==> config.mk <==
export PLATFORM = sky130hd
export DESIGN_NAME = bzs_lerp
export DESIGN_NICKNAME = d
export VERILOG_FILES = /design/src/rtl/core/bzs_pkg.sv /design/src/rtl/core/bzs_lerp.sv
export SDC_FILE = /design/constraint.sdc
export NUM_CORES = 2
export LEC_CHECK = 0
export BUFFER_PORTS_ARGS = -buffer_cell sky130_fd_sc_hd__buf_2
export CAP_MARGIN = 20
export CELL_PAD_IN_SITES_DETAIL_PLACEMENT = 0
export CELL_PAD_IN_SITES_GLOBAL_PLACEMENT = 1
export CORE_MARGIN = 10
export CORE_UTILIZATION = 55
export DETAILED_ROUTE_END_ITERATION = 10
export GPL_ROUTABILITY_DRIVEN = 1
export GPL_TIMING_DRIVEN = 1
export PLACE_DENSITY = 0.88
export SETUP_SLACK_MARGIN = 0.1
export SLEW_MARGIN = 40
export SYNTH_ARGS = -nofsm -noshare
export SYNTH_HDL_FRONTEND = slang
export SYNTH_SLANG_ARGS = --single-unit
==> constraint.sdc <==
create_clock -name clock -period 21.8 [get_ports clock]
set_clock_uncertainty 0.2 [all_clocks]
set_input_delay 4.36 -clock clock [delete_from_list [all_inputs] [get_ports clock]]
set_output_delay 4.36 -clock clock [all_outputs]
set_load 0.05 [all_outputs]
==> src/rtl/core/bzs_pkg.sv <==
// Shared types and constants of the cubic Bezier curve sampler.
`default_nettype none

package bzs_pkg;

   // Coordinate and interpolation parameter formats.
   localparam int COORD_W = 32;
   localparam int FRAC_W  = 16;
   localparam int T_W     = 17;
   localparam int T_ONE   = 65536;

   // Product of a 33-bit difference and an 18-bit signed t.
   localparam int PROD_W  = COORD_W + 1 + T_W + 1;
   // Shifted quotient plus one guard bit for the add.
   localparam int SUM_W   = PROD_W - FRAC_W + 1;

   // Point count register.
   localparam int DOT_W     = 7;
   localparam int DOT_RESET = 10;

   // Serial divider of T_ONE: one quotient bit per cycle.
   localparam int DIV_CNT_W = 5;
   localparam int DIV_STEPS = T_W;

   typedef struct packed {
      logic signed [COORD_W-1:0] p0_x;
      logic signed [COORD_W-1:0] p0_y;
      logic signed [COORD_W-1:0] p1_x;
      logic signed [COORD_W-1:0] p1_y;
      logic signed [COORD_W-1:0] p2_x;
      logic signed [COORD_W-1:0] p2_y;
      logic signed [COORD_W-1:0] p3_x;
      logic signed [COORD_W-1:0] p3_y;
   } req_payload_type;

   typedef struct packed {
      logic signed [COORD_W-1:0] point_x;
      logic signed [COORD_W-1:0] point_y;
      logic                      last_point;
   } rsp_payload_type;

   typedef struct packed {
      logic [DOT_W-1:0] dot_count;
   } csr_payload_type;

   // One sample handed from the sequencer to the interpolation pipeline.
   typedef struct packed {
      logic            valid;
      logic            last_point;
      logic [T_W-1:0]  t;
      req_payload_type points;
   } issue_type;

endpackage

`default_nettype wire

==> src/rtl/core/bzs_lerp.sv <==
// Two-stage Q16.16 linear interpolation a + trunc((b - a) * t) with saturation.
`default_nettype none

module bzs_lerp (
   input  logic                             clock,
   input  logic                             en,
   input  logic signed [bzs_pkg::COORD_W-1:0] a,
   input  logic signed [bzs_pkg::COORD_W-1:0] b,
   input  logic        [bzs_pkg::T_W-1:0]     t,
   output logic signed [bzs_pkg::COORD_W-1:0] y
);
   import bzs_pkg::*;

   logic signed [COORD_W:0]       diff;
   logic signed [T_W:0]           t_s;
   logic signed [PROD_W-1:0]      prod_in;
   logic signed [PROD_W-1:0]      prod_ff;
   logic signed [COORD_W-1:0]     a_ff;
   logic signed [PROD_W-1:0]      biased;
   logic signed [SUM_W-2:0]       quo;
   logic signed [SUM_W-1:0]       sum;
   logic signed [COORD_W-1:0]     y_in;
   logic signed [COORD_W-1:0]     y_ff;

   // First stage: difference and product.
   always_comb begin
      diff    = {b[COORD_W-1], b} - {a[COORD_W-1], a};
      t_s     = {1'b0, t};
      prod_in = diff * t_s;
   end

   always_ff @(posedge clock) begin
      if (en) begin
         prod_ff <= prod_in;
         a_ff    <= a;
      end
   end

   // Second stage: divide by 2^16 toward zero, add the base, clamp.
   always_comb begin
      biased = prod_ff[PROD_W-1] ? prod_ff + PROD_W'(T_ONE - 1) : prod_ff;
      quo    = biased[PROD_W-1:FRAC_W];
      sum    = {{(SUM_W-COORD_W){a_ff[COORD_W-1]}}, a_ff} + {quo[SUM_W-2], quo};
      if (sum[SUM_W-1:COORD_W-1] == '0 || sum[SUM_W-1:COORD_W-1] == '1) begin
         y_in = sum[COORD_W-1:0];
      end else begin
         y_in = {sum[SUM_W-1], {(COORD_W-1){~sum[SUM_W-1]}}};
      end
   end

   always_ff @(posedge clock) begin
      if (en) begin
         y_ff <= y_in;
      end
   end

   assign y = y_ff;

endmodule

`default_nettype wire

# Word-level counts from Yosys, hierarchy flattened
# Cells that the tools add are included.
[totals]
register_bits = 115
output_inout_bits = 32
word_cells = 13
[op_classes]
addsub = 3
n_mul = 1
eq_ne = 1
mux = 2
n_bitwise = 1
n_reduce_logical = 2
[ops]
columns = ["op", "n"]
rows = [
  ["$add A51 B17 Y51 const B", 1],
  ["$mul A33 B18 Y51", 1],
  ["$mux W51", 1],
  ["$add A32 B35 Y36", 1],
  ["$sub A32 B32 Y33", 1],
  ["$mux W32", 1],
  ["$eq A5 B5 Y1 const B", 1],
  ["$logic_not A5 Y1", 1],
  ["$logic_or A1 B1 Y1", 1],
  ["$not A1 Y1", 1],
]

# Longest topological paths before layout
[depth]
depth_word = 6
ltp_mapped = 36
mapped_depth_nobuf = 34

# Worst setup path before layout
# Ideal clock, no wire load.
[synth_path]
path_kind = "input to register"
start = "input a[4] (netlist bit)"
end = "register prod_ff[49] (data pin)"
arrival_ns = 12.092
required_ns = 21.331
setup_slack_ns = 9.240
path_stages = 33
path_buffers = 1
path_cell_list = "inv_1 -> ha_1 -> a21o_1 -> or3_1 -> o21ba_2 -> o21ai_0 -> nand2b_1 -> a21o_1 -> a21o_1 -> xor2_1 -> clkbuf_1 -> nand2_1 -> fa_1 -> inv_1 -> fa_1 -> inv_1 -> fa_1 -> inv_1 -> fa_1 -> fa_1 -> inv_1 -> fa_1 -> inv_1 -> ha_1 -> a21o_1 -> a211oi_1 -> a211o_1 -> a21oi_1 -> a31o_2 -> a221o_1 -> a21boi_0 -> o31ai_1 -> xor2_1"
[synth_via]
elab_chain_cells = 2
[synth_rtl]
columns = ["element", "line", "rtl"]
rows = [
  ["start, declared", "bzs_lerp.sv:7", "input logic signed [bzs_pkg::COORD_W-1:0] a,"],
  ["$sub A32 B32 Y33", "bzs_lerp.sv:27", "diff = {b[COORD_W-1], b} - {a[COORD_W-1], a};"],
  ["$mul A33 B18 Y51", "bzs_lerp.sv:29", "prod_in = diff * t_s;"],
  ["via prod_in[49]", "bzs_lerp.sv:16", "logic signed [PROD_W-1:0] prod_in;"],
  ["end signal, assigned", "bzs_lerp.sv:34", "prod_ff <= prod_in;"],
  ["end, declared", "bzs_lerp.sv:17", "logic signed [PROD_W-1:0] prod_ff;"],
]
# The timed path passes the listed nets, and every way through them passes these cells.
# A chain may end at the register's enable or synchronous reset.

# Final worst setup path
[layout_path]
start = "input a[0] (netlist bit)"
end = "register prod_ff[50] (data pin)"
# Same word-level chain as after synthesis.

==> impl_metrics.yaml <==
clocking:
  cts_sinks: 115
  tritoncts: "done"
  cts_hold_buf: 0
  cts_made_buffers: 17
  insertion_delay_ns: 0.44
  ctsLongestPathBuffers: 2
  cts-htree-levels: 4
  clk_pin_slew_ns: 0.05
  cts_root_buf: "clkbuf_16"
  cts.repair.resized: 0
  cts_setup_buffers: 0
hold_path:
  hold_path_class: "reg2reg"
  worstHoldPathCells: 3
sta:
  drv_slew: 0
  rsz0062_at_grt: "no"
  hold_viol: 0
  min_period_ns: 13.43
  max_freq_mhz: 74.5
  worst_pin_slew_ns: 0.809
  setup_violations: 0
  finalCritPeriodShare_pct: 61.6
  relSlewSlack_pct: 45.7
  setup_tns_ns: 0
final_layout:
  num_antenna_cells: 0
  drive_above_1_share_pct: 7.76
  n_fill_cell: 4534
  instances_no_fill: 3902
  stdcell_area_mm2: 0.0304
  nNetsFinal: 4017
  synthToLayoutAreaGrowth_pct: 6.24
global_route:
  grtUsageTotal_pct: 25.9
  grt_pass1_wl_um: 124000
  grt_max_degree: 68
  antenna_found_initial: 0
  overflow: 0
  grt_pass1_vias: 23548
logic_synthesis:
  yosys.area_share.simple_pct: 16.2
  synth_edf_count: 115
  synth_area_per_cell_um2: 8.97
  synth.largest_area_cell: "fa_1"
  synthCells: 3185
  synth_top_family_by_area: "adder cells"
  synth-compound-area-share_pct: 9.13
  synth_area_mm2: 0.0286
  synthArstFlopShare_pct: 0
  ys_seq_elements: 115
  synth-xor-area-share_pct: 4.05
  synth.area.top_cells: "fa_1 38%, edfxtp_1 12%, inv_1 9.1%"
  ys_warn_count: 0
  syn_nets: 3993
  synth_ff_type: "edfxtp_1"
  ys_seq_area_share_pct: 12.1
  synth_cell_types: 75
  synth_adder_area_share_pct: 45.9
  synth_top_area_share_pct: 37.7
  muxShareOfSynthArea_pct: 1.32
worst_setup_path:
  worstPathMaxFanout: 19
  reg2regPathDepth: 17
  critical_path_class: "in2reg"
  endpoint_kind: "flop"
  arrival_ns: 13.41
  required_ns: 21.78
  crit_path_start_kind: "input pin"
detailed_routing:
  vias_per_cell: 5.61
  drt_iter0_drc: 1569
  drcViolationCount: 0
  routed_wl_um: 77700
  routedWlPerCell_um: 19.9
  final_antenna_net_count: 0
  vias: 21900
  firstDrtPassIters: 6
run:
  drv_cap: 0
floorplan:
  die_w_um: 248
  ios: 115
  dieArea_mm2: 0.0615
  start_util_pct: 55.6
  die_y_um: 248
  rows: 83
  core-area_mm2: 0.0514
placement:
  gp_congestion: 0.922
  placed_area_mm2: 0.0297
  placed_cells_incl_taps: 3868
  portBuffers: 114
  dpl.hpwl_um: 60900
run_status:
  outcome: "finished clean"
==> layout make-up <==
| class | instances | area (um2) | share of cell area, % |
|---|---|---|---|
| Inverter | 697 | 2620 | 8.62 |
| Clock buffer | 21 | 440 | 1.45 |
| Sequential cell | 115 | 3450 | 11.4 |
| Clock inverter | 11 | 136 | 0.449 |
| Tap cell | 680 | 851 | 2.80 |
| Multi-Input combinational cell | 2225 | 22000 | 72.3 |
| Timing Repair Buffer | 153 | 907 | 2.99 |
==> through the flow <==
step	util, %	hold WS (ns)	worst slack (ns)
floorplan	-	0.464	9.24
global placement	57.7	0.603	7.87
detailed placement	57.8	0.611	7.64
CTS	58.9	0.630	8.07
global route	59.1	0.677	7.75
finish	59.1	0.616	8.37
==> routing by layer <==
metal  vias to the layer above  share of wire, %  track usage [%]
met5                         -                 0                0
met4                         0               2.8             7.50
met3                       142               8.7             5.50
met2                       896                47             42.6
met1                     10969                42             33.9
li1                       9893                 -                -
==> cell usage in the layout, fill, tap and decap left out, types with 59 or more instances in the layout <==
master / count
nand3_1: 84
edfxtp_1: 115
inv_1: 696
a21oi_1: 112
buf_2: 104
ha_1: 186
nor2_1: 82
fa_1: 538
xnor2_1: 78
o21ai_0: 59
and2_1: 188
nand2_1: 390
a21o_1: 61
==> Yosys cell counts (all sizes together) (26+ instances only) <==
cell / n
edfxtp: 115
clkbuf: 128
nor2b: 38
xor2: 53
nand2: 391
nor2: 83
a21oi: 114
ha: 187
fa: 538
nand2b: 47
a21o: 61
nand3: 92
o21ai: 74
nor3: 26
inv: 696
and2: 188
xnor2: 79
==> logic make-up after synthesis <==
kind of cell / count (synthesis)
muxes: 35
AOI/OAI and AO/OA: 387
adders and majority gates: 725
buffers and inverters: 845
xor gates and xnor gates: 132
DFF: 115
and+or+nand+nor: 946
==> state kept, by name, summed over array words and instances, names as in the netlist <==
name / count
a_ff: 32
y: 32
prod_ff: 51
==> critical path, cell delays in order <==
cell,delay [ns]
buf_2,0.10
ha_1,0.21
fa_1,0.41
nor2b_1,0.14
o21a_1,0.17
o21a_1,0.18
a2bb2oi_1,0.43
a22oi_1,0.24
a21o_1,0.29
o211ai_4,0.58
nand3_1,0.67
nand3_1,0.36
fa_1,0.45
fa_1,0.51
fa_1,0.51
inv_1,0.05
fa_1,0.48
fa_1,0.51
inv_1,0.06
fa_1,0.51
inv_1,0.05
ha_1,0.36
nand4_1,0.13
a2111oi_0,0.33
nor3_1,0.16
o41ai_1,0.78
mux2i_1,0.25
nand4_1,0.08
==> worst paths after layout <==
path,from,to,slack [ns]
setup / recovery,a[0],prod_ff[50]$_DFFE_PP_,8.37
setup reg to reg,prod_ff[2]$_DFFE_PP_,y[3]$_DFFE_PP_,15.91
hold reg to reg,a_ff[0]$_DFFE_PP_,y[0]$_DFFE_PP_,0.62
hold / removal,a_ff[0]$_DFFE_PP_,y[0]$_DFFE_PP_,0.62
Power is left out: the tool's default activity adds up to more than one toggle a clock period on the data nets, which glitch-free logic cannot reach.
